### config.mk
export PLATFORM = sky130hd
export DESIGN_NAME = toroidal_tile_window_split_core
export DESIGN_NICKNAME = d
export VERILOG_FILES = /design/src/rtl/ttws_pkg.sv /design/src/rtl/ttws_mod.sv /design/src/rtl/ttws_dp.sv /design/src/rtl/ttws_ctrl.sv /design/src/rtl/toroidal_tile_window_split_core.sv
export SDC_FILE = /design/constraint.sdc
export NUM_CORES = 2
export LEC_CHECK = 0
export BUFFER_PORTS_ARGS = -buffer_cell sky130_fd_sc_hd__buf_2
export CAP_MARGIN = 20
export CORE_MARGIN = 2
export CORE_UTILIZATION = 35
export CTS_BUF_LIST = sky130_fd_sc_hd__clkbuf_2
export CTS_CLUSTER_DIAMETER = 120
export DETAILED_ROUTE_END_ITERATION = 8
export MAX_ROUTING_LAYER = met4
export PLACE_DENSITY_LB_ADDON = 0.3
export RECOVER_POWER = 50
export SYNTH_ARGS = -nofsm -noshare
export SYNTH_HDL_FRONTEND = slang
export SYNTH_SLANG_ARGS = --single-unit
### constraint.sdc
create_clock -name i_clk -period 9.8 [get_ports i_clk]
set_input_delay 2.94 -clock i_clk [delete_from_list [all_inputs] [get_ports i_clk]]
set_output_delay 2.94 -clock i_clk [all_outputs]
set_load 0.005 [all_outputs]
### src/rtl/ttws_pkg.sv
package ttws_pkg;
    localparam int COORD_BITS = 16;
    localparam int CW = COORD_BITS;
    localparam int MW = 12;

    localparam logic [1:0] OP_RESET = 2'd0;
    localparam logic [1:0] OP_SHIFT = 2'd1;
    localparam logic [1:0] OP_QUERY = 2'd2;

    localparam logic [1:0] REG_ML = 2'd0;
    localparam logic [1:0] REG_MR = 2'd1;
    localparam logic [1:0] REG_MT = 2'd2;
    localparam logic [1:0] REG_MB = 2'd3;

    typedef logic signed [CW-1:0] t_coord;
    typedef logic signed [CW+1:0] t_wide;

    // controller to datapath
    typedef struct packed {
        logic       load;      // capture input word
        logic       win_upd;   // apply reset/shift to window (start wrap)
        logic       mod_start; // start offset reduction for box/quadrant
        logic       sel_dy;    // box 1 of shift
        logic [1:0] quad;
        logic       emit;      // load output register
        logic       last;
    } t_cmd;

    typedef struct packed {
        logic       mod_busy;
        logic       part_ok;   // current quadrant non-empty
        logic       op_ok;     // op produces output
        logic       is_shift;
    } t_sts;

    function automatic t_coord clampc(input t_wide v);
        t_wide hi;
        t_wide lo;
        hi = t_wide'({1'b0, {(CW-1){1'b1}}});
        lo = -hi - t_wide'(1);
        if (v > hi) return t_coord'(hi);
        if (v < lo) return t_coord'(lo);
        return t_coord'(v);
    endfunction
endpackage

### src/rtl/ttws_mod.sv
module ttws_mod (
    input  logic                i_clk,
    input  logic                i_rst_n,
    input  logic                i_start,
    input  ttws_pkg::t_wide     i_val,
    input  ttws_pkg::t_wide     i_div,
    output logic                o_busy,
    output ttws_pkg::t_wide     o_rem
);
    import ttws_pkg::*;
    // restoring division of |v| by w, one bit a cycle, sign fixed at end
    localparam int W = CW + 2;
    localparam int CB = $clog2(W + 1);
    logic [W-1:0] r_q, n_q;
    logic [W:0]   r_r, n_r;
    logic [W-1:0] r_d;
    logic         r_neg, r_zero;
    logic [CB-1:0] r_cnt, n_cnt;
    logic         r_busy, n_busy;
    logic [W:0]   trial;
    t_wide        rem;

    always_comb begin
        n_q = r_q; n_r = r_r; n_cnt = r_cnt; n_busy = r_busy;
        trial = {r_r[W-1:0], r_q[W-1]} - {1'b0, r_d};
        if (r_busy) begin
            n_q = {r_q[W-2:0], 1'b0};
            if (!trial[W]) begin
                n_r = trial;
            end else begin
                n_r = {r_r[W-1:0], r_q[W-1]};
            end
            n_cnt = r_cnt - CB'(1);
            if (r_cnt == CB'(1)) n_busy = 1'b0;
        end
        if (i_start) begin
            n_q = i_val[W-1] ? W'(-i_val) : W'(i_val);
            n_r = '0;
            n_cnt = CB'(W);
            n_busy = 1'b1;
        end
    end

    always_ff @(posedge i_clk) begin
        if (!i_rst_n) begin
            r_busy <= 1'b0;
            r_cnt  <= '0;
        end else begin
            r_busy <= n_busy;
            r_cnt  <= n_cnt;
        end
        r_q <= n_q;
        r_r <= n_r;
        if (i_start) begin
            r_d    <= W'(i_div);
            r_neg  <= i_val[W-1];
            r_zero <= (i_div <= 0);
        end
    end

    always_comb begin
        rem = t_wide'(r_r[W-1:0]);
        if (r_zero) o_rem = '0;
        else if (r_neg && rem != 0) o_rem = t_wide'(r_d) - rem;
        else o_rem = rem;
    end
    assign o_busy = r_busy;
endmodule

### src/rtl/ttws_dp.sv
module ttws_dp (
    input  logic                 i_clk,
    input  logic                 i_rst_n,
    input  ttws_pkg::t_cmd       i_cmd,
    output ttws_pkg::t_sts       o_sts,
    input  logic [1:0]           i_op,
    input  ttws_pkg::t_coord     i_rect_min_x,
    input  ttws_pkg::t_coord     i_rect_min_y,
    input  ttws_pkg::t_coord     i_rect_max_x,
    input  ttws_pkg::t_coord     i_rect_max_y,
    input  ttws_pkg::t_coord     i_move_x,
    input  ttws_pkg::t_coord     i_move_y,
    input  logic                 i_cfg_we,
    input  logic [1:0]           i_cfg_idx,
    input  logic [ttws_pkg::MW-1:0] i_cfg_data,
    output ttws_pkg::t_coord     o_part_min_x,
    output ttws_pkg::t_coord     o_part_min_y,
    output ttws_pkg::t_coord     o_part_max_x,
    output ttws_pkg::t_coord     o_part_max_y,
    output logic [15:0]          o_buf_offset_x,
    output logic [15:0]          o_buf_offset_y,
    output logic [1:0]           o_quadrant,
    output logic                 o_is_dirty,
    output logic                 o_last
);
    import ttws_pkg::*;
    logic [MW-1:0] r_ml, r_mr, r_mt, r_mb;
    t_coord r_wx0, r_wy0, r_wx1, r_wy1, r_sx, r_sy;
    logic   r_valid;
    logic [1:0] r_op;
    t_coord r_rx0, r_ry0, r_rx1, r_ry1, r_mx, r_my;
    t_wide  w, h;
    t_coord nwx0, nwx1, nwy0, nwy1;
    t_coord bx0, by0, bx1, by1;
    t_coord dxx0, dxx1, dyy0, dyy1, dyx0, dyx1;
    t_coord px0, py0, px1, py1;
    logic   r_wrap;   // split wrap pending after shift
    logic   mbx, mby;
    t_wide  remx, remy;
    logic   r_wrap2;

    always_ff @(posedge i_clk) begin
        if (!i_rst_n) begin
            r_ml <= '0; r_mr <= '0; r_mt <= '0; r_mb <= '0;
        end else if (i_cfg_we) begin
            case (i_cfg_idx)
                REG_ML:  r_ml <= i_cfg_data;
                REG_MR:  r_mr <= i_cfg_data;
                REG_MT:  r_mt <= i_cfg_data;
                REG_MB:  r_mb <= i_cfg_data;
                default: r_ml <= r_ml;
            endcase
        end
    end

    assign w = t_wide'(r_wx1) - t_wide'(r_wx0);
    assign h = t_wide'(r_wy1) - t_wide'(r_wy0);

    always_comb begin
        nwx0 = clampc(t_wide'(r_wx0) - t_wide'(r_mx));
        nwx1 = clampc(t_wide'(r_wx1) - t_wide'(r_mx));
        nwy0 = clampc(t_wide'(r_wy0) - t_wide'(r_my));
        nwy1 = clampc(t_wide'(r_wy1) - t_wide'(r_my));
        if (r_op == OP_RESET) begin
            nwx0 = clampc(t_wide'(r_rx0) - t_wide'({1'b0, r_ml}));
            nwy0 = clampc(t_wide'(r_ry0) - t_wide'({1'b0, r_mt}));
            nwx1 = clampc(t_wide'(r_rx1) + t_wide'({1'b0, r_mr}));
            nwy1 = clampc(t_wide'(r_ry1) + t_wide'({1'b0, r_mb}));
        end
    end

    always_comb begin
        dxx0 = r_mx[CW-1] ? clampc(t_wide'(r_wx1) + t_wide'(r_mx)) : r_wx0;
        dxx1 = r_mx[CW-1] ? r_wx1 : clampc(t_wide'(r_wx0) + t_wide'(r_mx));
        dyy0 = r_my[CW-1] ? clampc(t_wide'(r_wy1) + t_wide'(r_my)) : r_wy0;
        dyy1 = r_my[CW-1] ? r_wy1 : clampc(t_wide'(r_wy0) + t_wide'(r_my));
        dyx0 = r_mx[CW-1] ? r_wx0 : dxx1;
        dyx1 = r_mx[CW-1] ? dxx0 : r_wx1;
        if (r_op == OP_QUERY) begin
            bx0 = r_rx0; by0 = r_ry0; bx1 = r_rx1; by1 = r_ry1;
        end else if (r_op == OP_RESET) begin
            bx0 = r_wx0; by0 = r_wy0; bx1 = r_wx1; by1 = r_wy1;
        end else if (i_cmd.sel_dy) begin
            bx0 = dyx0; by0 = dyy0; bx1 = dyx1; by1 = dyy1;
        end else begin
            bx0 = dxx0; by0 = r_wy0; bx1 = dxx1; by1 = r_wy1;
        end
        px0 = i_cmd.quad[0] ? bx0 : ((r_sx > bx0) ? r_sx : bx0);
        px1 = i_cmd.quad[0] ? ((r_sx < bx1) ? r_sx : bx1) : bx1;
        py0 = i_cmd.quad[1] ? by0 : ((r_sy > by0) ? r_sy : by0);
        py1 = i_cmd.quad[1] ? ((r_sy < by1) ? r_sy : by1) : by1;
    end

    // x unit reduces split wrap, then part offsets; y likewise
    ttws_mod u_modx (
        .i_clk(i_clk), .i_rst_n(i_rst_n),
        .i_start(r_wrap || i_cmd.mod_start),
        .i_val(r_wrap ? t_wide'(r_sx) - t_wide'(r_wx0) : t_wide'(px0) - t_wide'(r_sx)),
        .i_div(w), .o_busy(mbx), .o_rem(remx)
    );
    ttws_mod u_mody (
        .i_clk(i_clk), .i_rst_n(i_rst_n),
        .i_start(r_wrap || i_cmd.mod_start),
        .i_val(r_wrap ? t_wide'(r_sy) - t_wide'(r_wy0) : t_wide'(py0) - t_wide'(r_sy)),
        .i_div(h), .o_busy(mby), .o_rem(remy)
    );

    always_ff @(posedge i_clk) begin
        if (!i_rst_n) begin
            r_valid <= 1'b0;
            r_wx0 <= '0; r_wy0 <= '0; r_wx1 <= '0; r_wy1 <= '0;
            r_sx <= '0; r_sy <= '0;
            r_wrap <= 1'b0; r_wrap2 <= 1'b0;
        end else begin
            r_wrap <= i_cmd.win_upd && (r_op == OP_SHIFT);
            // a query leaves the window alone
            if (i_cmd.win_upd && r_op != OP_QUERY) begin
                r_wx0 <= nwx0; r_wx1 <= nwx1; r_wy0 <= nwy0; r_wy1 <= nwy1;
            end
            if (i_cmd.win_upd && r_op == OP_RESET) begin
                r_sx <= nwx0; r_sy <= nwy0; r_valid <= 1'b1;
            end else if (r_wrap2 && !mbx && !mby) begin
                r_sx <= CW'(t_wide'(r_wx0) + remx);
                r_sy <= CW'(t_wide'(r_wy0) + remy);
            end
            if (r_wrap) r_wrap2 <= 1'b1;
            else if (r_wrap2 && !mbx && !mby) r_wrap2 <= 1'b0;
        end
    end

    always_ff @(posedge i_clk) begin
        if (i_cmd.load) begin
            r_op <= i_op;
            r_rx0 <= i_rect_min_x; r_ry0 <= i_rect_min_y;
            r_rx1 <= i_rect_max_x; r_ry1 <= i_rect_max_y;
            r_mx <= i_move_x; r_my <= i_move_y;
        end
        if (i_cmd.emit) begin
            o_part_min_x <= px0; o_part_min_y <= py0;
            o_part_max_x <= px1; o_part_max_y <= py1;
            o_buf_offset_x <= 16'(remx);
            o_buf_offset_y <= 16'(remy);
            o_quadrant <= i_cmd.quad;
            o_is_dirty <= (r_op != OP_QUERY);
            o_last <= i_cmd.last;
        end
    end

    assign o_sts.mod_busy = mbx || mby || r_wrap || r_wrap2;
    assign o_sts.part_ok  = (px1 > px0) && (py1 > py0);
    assign o_sts.op_ok    = (r_op == OP_RESET) ||
                            ((r_op == OP_SHIFT || r_op == OP_QUERY) && r_valid);
    assign o_sts.is_shift = (r_op == OP_SHIFT);
endmodule

### src/rtl/ttws_ctrl.sv
module ttws_ctrl (
    input  logic           i_clk,
    input  logic           i_rst_n,
    input  logic           i_valid,
    output logic           o_stall,
    output logic           o_valid,
    input  logic           i_stall,
    output ttws_pkg::t_cmd o_cmd,
    input  ttws_pkg::t_sts i_sts
);
    import ttws_pkg::*;
    typedef enum logic [6:0] {
        S_IDLE = 7'b0000001,
        S_DEC  = 7'b0000010,
        S_WAIT = 7'b0000100,
        S_SCAN = 7'b0001000,
        S_MOD  = 7'b0010000,
        S_LOOK = 7'b0100000,
        S_OUT  = 7'b1000000
    } t_state;
    t_state r_st, n_st;
    logic [2:0] r_idx, n_idx;   // box bit + quadrant
    logic [2:0] r_pend, n_pend; // index of the final non-empty part
    logic r_have, n_have;       // a non-empty part has been seen
    logic r_ov, n_ov;
    logic lastbox;

    assign lastbox = !i_sts.is_shift || r_idx[2];

    always_comb begin
        n_st = r_st; n_idx = r_idx; n_pend = r_pend; n_have = r_have;
        n_ov = r_ov;
        o_cmd = '0;
        o_cmd.sel_dy = r_idx[2];
        o_cmd.quad = r_idx[1:0];
        if (r_ov && !i_stall) n_ov = 1'b0;
        case (r_st)
            S_IDLE: begin
                o_cmd.load = i_valid;
                if (i_valid) n_st = S_DEC;
            end
            S_DEC: begin
                n_idx = '0; n_have = 1'b0;
                if (!i_sts.op_ok) begin
                    n_st = S_IDLE;
                end else begin
                    o_cmd.win_upd = 1'b1;
                    n_st = S_WAIT;
                end
            end
            S_WAIT: if (!i_sts.mod_busy) n_st = S_LOOK;
            S_LOOK: begin
                // look-ahead pass: find the part that carries the last flag
                if (i_sts.part_ok) begin
                    n_pend = r_idx; n_have = 1'b1;
                end
                if (r_idx[1:0] == 2'd3 && lastbox) begin
                    n_idx = '0;
                    n_st = (i_sts.part_ok || r_have) ? S_SCAN : S_IDLE;
                end else begin
                    n_idx = r_idx + 3'd1;
                end
            end
            S_SCAN: begin
                if (i_sts.part_ok) begin
                    o_cmd.mod_start = 1'b1;
                    n_st = S_MOD;
                end else begin
                    n_idx = r_idx + 3'd1;
                end
            end
            S_MOD: if (!i_sts.mod_busy) n_st = S_OUT;
            S_OUT: begin
                // emit the current part once the output register is free
                if (!r_ov || !i_stall) begin
                    o_cmd.emit = 1'b1;
                    n_ov = 1'b1;
                    o_cmd.last = (r_idx == r_pend);
                    if (o_cmd.last) n_st = S_IDLE;
                    else begin
                        n_idx = r_idx + 3'd1; n_st = S_SCAN;
                    end
                end
            end
            default: n_st = S_IDLE;
        endcase
    end

    always_ff @(posedge i_clk) begin
        if (!i_rst_n) begin
            r_st <= S_IDLE; r_idx <= '0; r_pend <= '0; r_have <= 1'b0;
            r_ov <= 1'b0;
        end else begin
            r_st <= n_st; r_idx <= n_idx; r_pend <= n_pend; r_have <= n_have;
            r_ov <= n_ov;
        end
    end
    assign o_stall = (r_st != S_IDLE);
    assign o_valid = r_ov;
endmodule

### src/rtl/toroidal_tile_window_split_core.sv
// channel | handshake         | payload
// in      | i_valid / o_stall | i_op, i_rect_*, i_move_*
// out     | o_valid / i_stall | o_part_*, o_buf_offset_*, o_quadrant, o_is_dirty, o_last
// cfg     | i_cfg_we          | i_cfg_idx, i_cfg_data
// one word at a time: decode and window update, then on a shift the split wrap, then
//   a look-ahead pass over each candidate part (4, or 8 on a shift)
// each emitted part takes a scan step, the remainder pair and the output register;
//   an empty candidate takes only a scan step; the remainder units are bit-serial
// reset is synchronous, active low; margins clear to zero, no window set
// a stalled output word holds until taken; the input stalls from accept to the last word
module toroidal_tile_window_split_core (
    input  logic        i_clk,
    input  logic        i_rst_n,
    input  logic        i_valid,
    output logic        o_stall,
    input  logic [1:0]  i_op,
    input  logic signed [15:0] i_rect_min_x,
    input  logic signed [15:0] i_rect_min_y,
    input  logic signed [15:0] i_rect_max_x,
    input  logic signed [15:0] i_rect_max_y,
    input  logic signed [15:0] i_move_x,
    input  logic signed [15:0] i_move_y,
    input  logic        i_cfg_we,
    input  logic [1:0]  i_cfg_idx,
    input  logic [11:0] i_cfg_data,
    output logic        o_valid,
    input  logic        i_stall,
    output logic signed [15:0] o_part_min_x,
    output logic signed [15:0] o_part_min_y,
    output logic signed [15:0] o_part_max_x,
    output logic signed [15:0] o_part_max_y,
    output logic [15:0] o_buf_offset_x,
    output logic [15:0] o_buf_offset_y,
    output logic [1:0]  o_quadrant,
    output logic        o_is_dirty,
    output logic        o_last
);
    import ttws_pkg::*;
    t_cmd cmd;
    t_sts sts;

    // sequencer: decode, window update, look-ahead, quadrant scan, emission
    ttws_ctrl u_ctrl (
        .i_clk(i_clk), .i_rst_n(i_rst_n),
        .i_valid(i_valid), .o_stall(o_stall),
        .o_valid(o_valid), .i_stall(i_stall),
        .o_cmd(cmd), .i_sts(sts)
    );

    // window state, part geometry and remainder units
    ttws_dp u_dp (
        .i_clk(i_clk), .i_rst_n(i_rst_n), .i_cmd(cmd), .o_sts(sts),
        .i_op(i_op),
        .i_rect_min_x(i_rect_min_x), .i_rect_min_y(i_rect_min_y),
        .i_rect_max_x(i_rect_max_x), .i_rect_max_y(i_rect_max_y),
        .i_move_x(i_move_x), .i_move_y(i_move_y),
        .i_cfg_we(i_cfg_we), .i_cfg_idx(i_cfg_idx), .i_cfg_data(i_cfg_data),
        .o_part_min_x(o_part_min_x), .o_part_min_y(o_part_min_y),
        .o_part_max_x(o_part_max_x), .o_part_max_y(o_part_max_y),
        .o_buf_offset_x(o_buf_offset_x), .o_buf_offset_y(o_buf_offset_y),
        .o_quadrant(o_quadrant), .o_is_dirty(o_is_dirty), .o_last(o_last)
    );

    // emitted word stays valid and its part_min_x holds while stalled
    a_hold: assert property (@(posedge i_clk) disable iff (!i_rst_n)
        o_valid && i_stall |=> o_valid && $stable(o_part_min_x))
        else $error("output word changed under stall");
    // no new word accepted while work is in flight
    a_seq: assert property (@(posedge i_clk) disable iff (!i_rst_n)
        i_valid && !o_stall |=> o_stall)
        else $error("input accepted during work");
endmodule

==> impl_results.md <==
* Run status: finished, violations left
* Failing checks: max-capacitance violations, max-slew violations
* Worst Path Arrival at 10,640 ps
* Hold Fails Final Rpt at 0
* Final Instance Count excl. Fillers at 6,907
* Slew margin rel. at -132%
* Boundary Pins at 219
* Met2 wire length at 70,800 um
* Htree depth at 4
* Die area at 120,000 um2
* Row cnt at 125
* Total CTS buffers at 145
* Remaining global-route overflow at 0
* Placed insts at 6,622
* DRC at 0
* Worst-case hold slack at 469 ps
* Core footprint at 116,000 um2
* Fmax at 0.107 GHz
* Clock Latency Late Sink at 1660 ps
* Final worst slack at 488 ps
* Synth Instances at 4,904
* PwrDens at 179 nW/um2
* GR Util All Layers at 26.1%
* CP required at 11,120 ps
* EDFF count, synth at 272
* CTS clock-pin slew for the worst setup and hold paths at 100 ps
* CTS tree: done
* DP HPWL at 124,000 um
* Max Fanout on Critical Path at 18
* Area grow syn2layout at 12.5%
* Placed cell area at 44,700 um2
* Total Power at 8.28 mW
* Routed met3 length at 11,200 um
* Finished Cell Area at 46,200 um2
* DRT iter0 DRCs at 3,045
* #FFs+latches synth at 482
* Pre-CTS setup slack at 73.9 ps
* Layout cells sized above 1 at 12.7%
* Leakage at 19.8 nW
* 1st-pass router iterations at 6
* Hold Path Class: flip-flop to flip-flop
* Vias per Instance at 5.55
* Final antenna-violating net count at 0
* Ys async rst share at 0%
* Initial antenna violation count at 8
* Vias in the first global route at 36,400
* Final Skew at 111 ps
* Port Buffers at 218
* Setup violators final at 0
* FF+latch area at 12,400 um2
* Die span in y at 347 um
* Post-synth top flop: edfxtp_1
* Least-Margin Pin Slew at 3490 ps
* IR drop worst, VDD at 0.108 mV
* First-pass GRT wire length at 229,000 um
* Max incr delay on CP at 530 ps
* Max-slew violations at 378
* Via count at 38,400
* Fill cell count at 12,100
* Synthesized net count at 5,515
* CP max-delay cell: edfxtp_1
* Die W at 347 um
* Register area share after synthesis at 30.1%
* Initial Util at 35.3%
* Most Frequent Cell on Critical Path: a21o_1
* Most common cell after layout, fill and taps aside: nor2_1
* Most frequent cells in the layout: nor2_1, ha_1, a21oi_1, inv_1, o21ai_0
* Crit path capture type: flip-flop
* Final wirelength at 157,000 um
* Hold_buf cts at 0
* Pin count of the biggest net entering global routing at 78
* Routability congestion estimate at 1.07
* Routed wire per std cell at 22.7 um
* Wl on met1 at 64,400 um
* Cell variety after synth at 91
* NumNets Final at 5,863
* Ys Warns at 0
* Startpoint Class: flip-flop
* Final min period at 9310 ps
* Max Cap Viol at 8
* Multi-input logic area at 26,600 um2
* Sink Count at 482
* Clock Path Buffers at 3
* WS Path Type: flip-flop to flip-flop
* Post-Syn Area at 41,100 um2
* Syn Area/Cell at 8.38 um2
* Tcrit/Tclk final at 95.0%
* Root Driver: clkbuf_2
* Top layer reached by signal wires: met4
## critical path, delay by kind of cell (launching register included)
| family | cells | cell delay [ps] |
|---|---|---|
| AOI/OAI and AO/OA | 23 | 5230 |
| DFF | 1 | 530 |
| adders and majority gates | 4 | 1100 |
| and+or+nand+nor | 5 | 860 |
| muxes | 3 | 740 |
| buffers and inverters | 3 | 490 |
## layout make-up
class	instances	area share, %
Multi-Input combinational cell	3826	57.5
Sequential cell	482	26.8
Timing Repair Buffer	390	5.16
Tap cell	1524	4.13
Inverter	407	3.32
Clock buffer	212	2.30
Clock inverter	53	0.731
Antenna cell	13	0.0704
## registers in the layout, indices dropped and copies added, names as in the netlist, 16 cells and up
register and flops:
u_dp.u_modx.r_q 18, u_dp.u_modx.r_r 18, u_dp.u_mody.r_q 18, u_dp.u_mody.r_r 18
u_dp.u_modx.r_d 17, u_dp.u_mody.r_d 17, u_dp.o_buf_offset_x 16, u_dp.o_buf_offset_y 16
u_dp.o_part_max_x 16, u_dp.o_part_max_y 16, u_dp.o_part_min_x 16, u_dp.o_part_min_y 16
u_dp.r_mx 16, u_dp.r_my 16, u_dp.r_rx0 16, u_dp.r_rx1 16
u_dp.r_ry0 16, u_dp.r_ry1 16, u_dp.r_sx 16, u_dp.r_sy 16
u_dp.r_wx0 16, u_dp.r_wx1 16, u_dp.r_wy0 16, u_dp.r_wy1 16
## cell families (layout without fill, tap and decap cells)
group / after synthesis / count (layout) / share of synthesized area, %
buffers and inverters: 597 / 1062 / 5.57
xor gates and xnor gates: 289 / 289 / 6.16
AOI/OAI and AO/OA: 1480 / 1480 / 22.8
DFF: 482 / 482 / 30.1
muxes: 130 / 131 / 3.24
adders and majority gates: 495 / 495 / 15.5
and+or+nand+nor: 1431 / 1431 / 16.6
other: 0 / 13 / 0
## stage by stage
stage,TNS [ps],util [%]
final,0,39.7
after global routing,-960,39.7
after global placement,0,38.4
after floorplan,0,-
after detailed placement,0,38.4
after CTS,0,39.6
## report_power, final
group	total, mW	switching [mW]	internal, mW
combinational	4.00	2.33	1.67
clock	1.72	1.03	0.696
sequential	2.55	0.226	2.32
## routing by layer
metal | vias to the layer above | track usage [%]
li1 | 18400 | -
met1 | 18000 | 31.2
met2 | 1514 | 41.1
met3 | 456 | 4.86
met4 | 0 | 15.2
met5 | - | -
## repair_timing
action / CTS / global route
endpoints found under the setup margin: 52 / 169
setup buffers: 0 / 5
cloned: 0 / 1
gates resized for setup: 1 / 38
pin swaps: 0 / 3
## synth_stat cells, types with 12 or more instances
library cell	instances	area, um2
a31oi_1	40	250
o211ai_1	38	285
a21oi_1	424	2120
nor2b_1	129	807
and3_1	39	244
or3_1	44	275
o31a_1	17	149
nor3_1	110	551
mux2_2	21	236
nor2_1	475	1780
nor4_1	23	144
o31ai_1	36	270
a22oi_1	15	113
nand4_1	29	181
o22ai_1	20	125
clkbuf_1	167	627
or2_2	18	113
nand3b_1	14	105
a211oi_1	65	488
and2_1	25	156
a21o_1	104	781
o311ai_0	15	131
inv_1	406	1520
a21boi_0	86	646
o41ai_1	14	123
xnor2_1	196	1720
mux2i_1	108	1080
ha_1	470	5880
nand3_1	77	385
o21bai_1	36	270
o21a_1	67	503
a221oi_1	12	105
nand2b_1	65	407
dfxtp_1	210	4200
nor3b_1	15	113
nand2_1	337	1260
edfxtp_1	272	8170
o21ai_0	364	1820
o221ai_1	21	184
xor2_1	93	815
a211o_1	16	140
fa_1	24	480
## final timing paths
kind	from	to	slack, ps	depth (start not counted)
max	u_dp.r_mx[0]	u_dp.u_mody.r_q[14]	490	38
min	u_dp.r_mt[1]	u_dp.r_mt[1]	470	2
max reg2reg	u_dp.r_mx[0]	u_dp.u_mody.r_q[14]	490	38
min reg2reg	u_dp.r_mt[1]	u_dp.r_mt[1]	470	2
(Power assumes the default switching activity.)
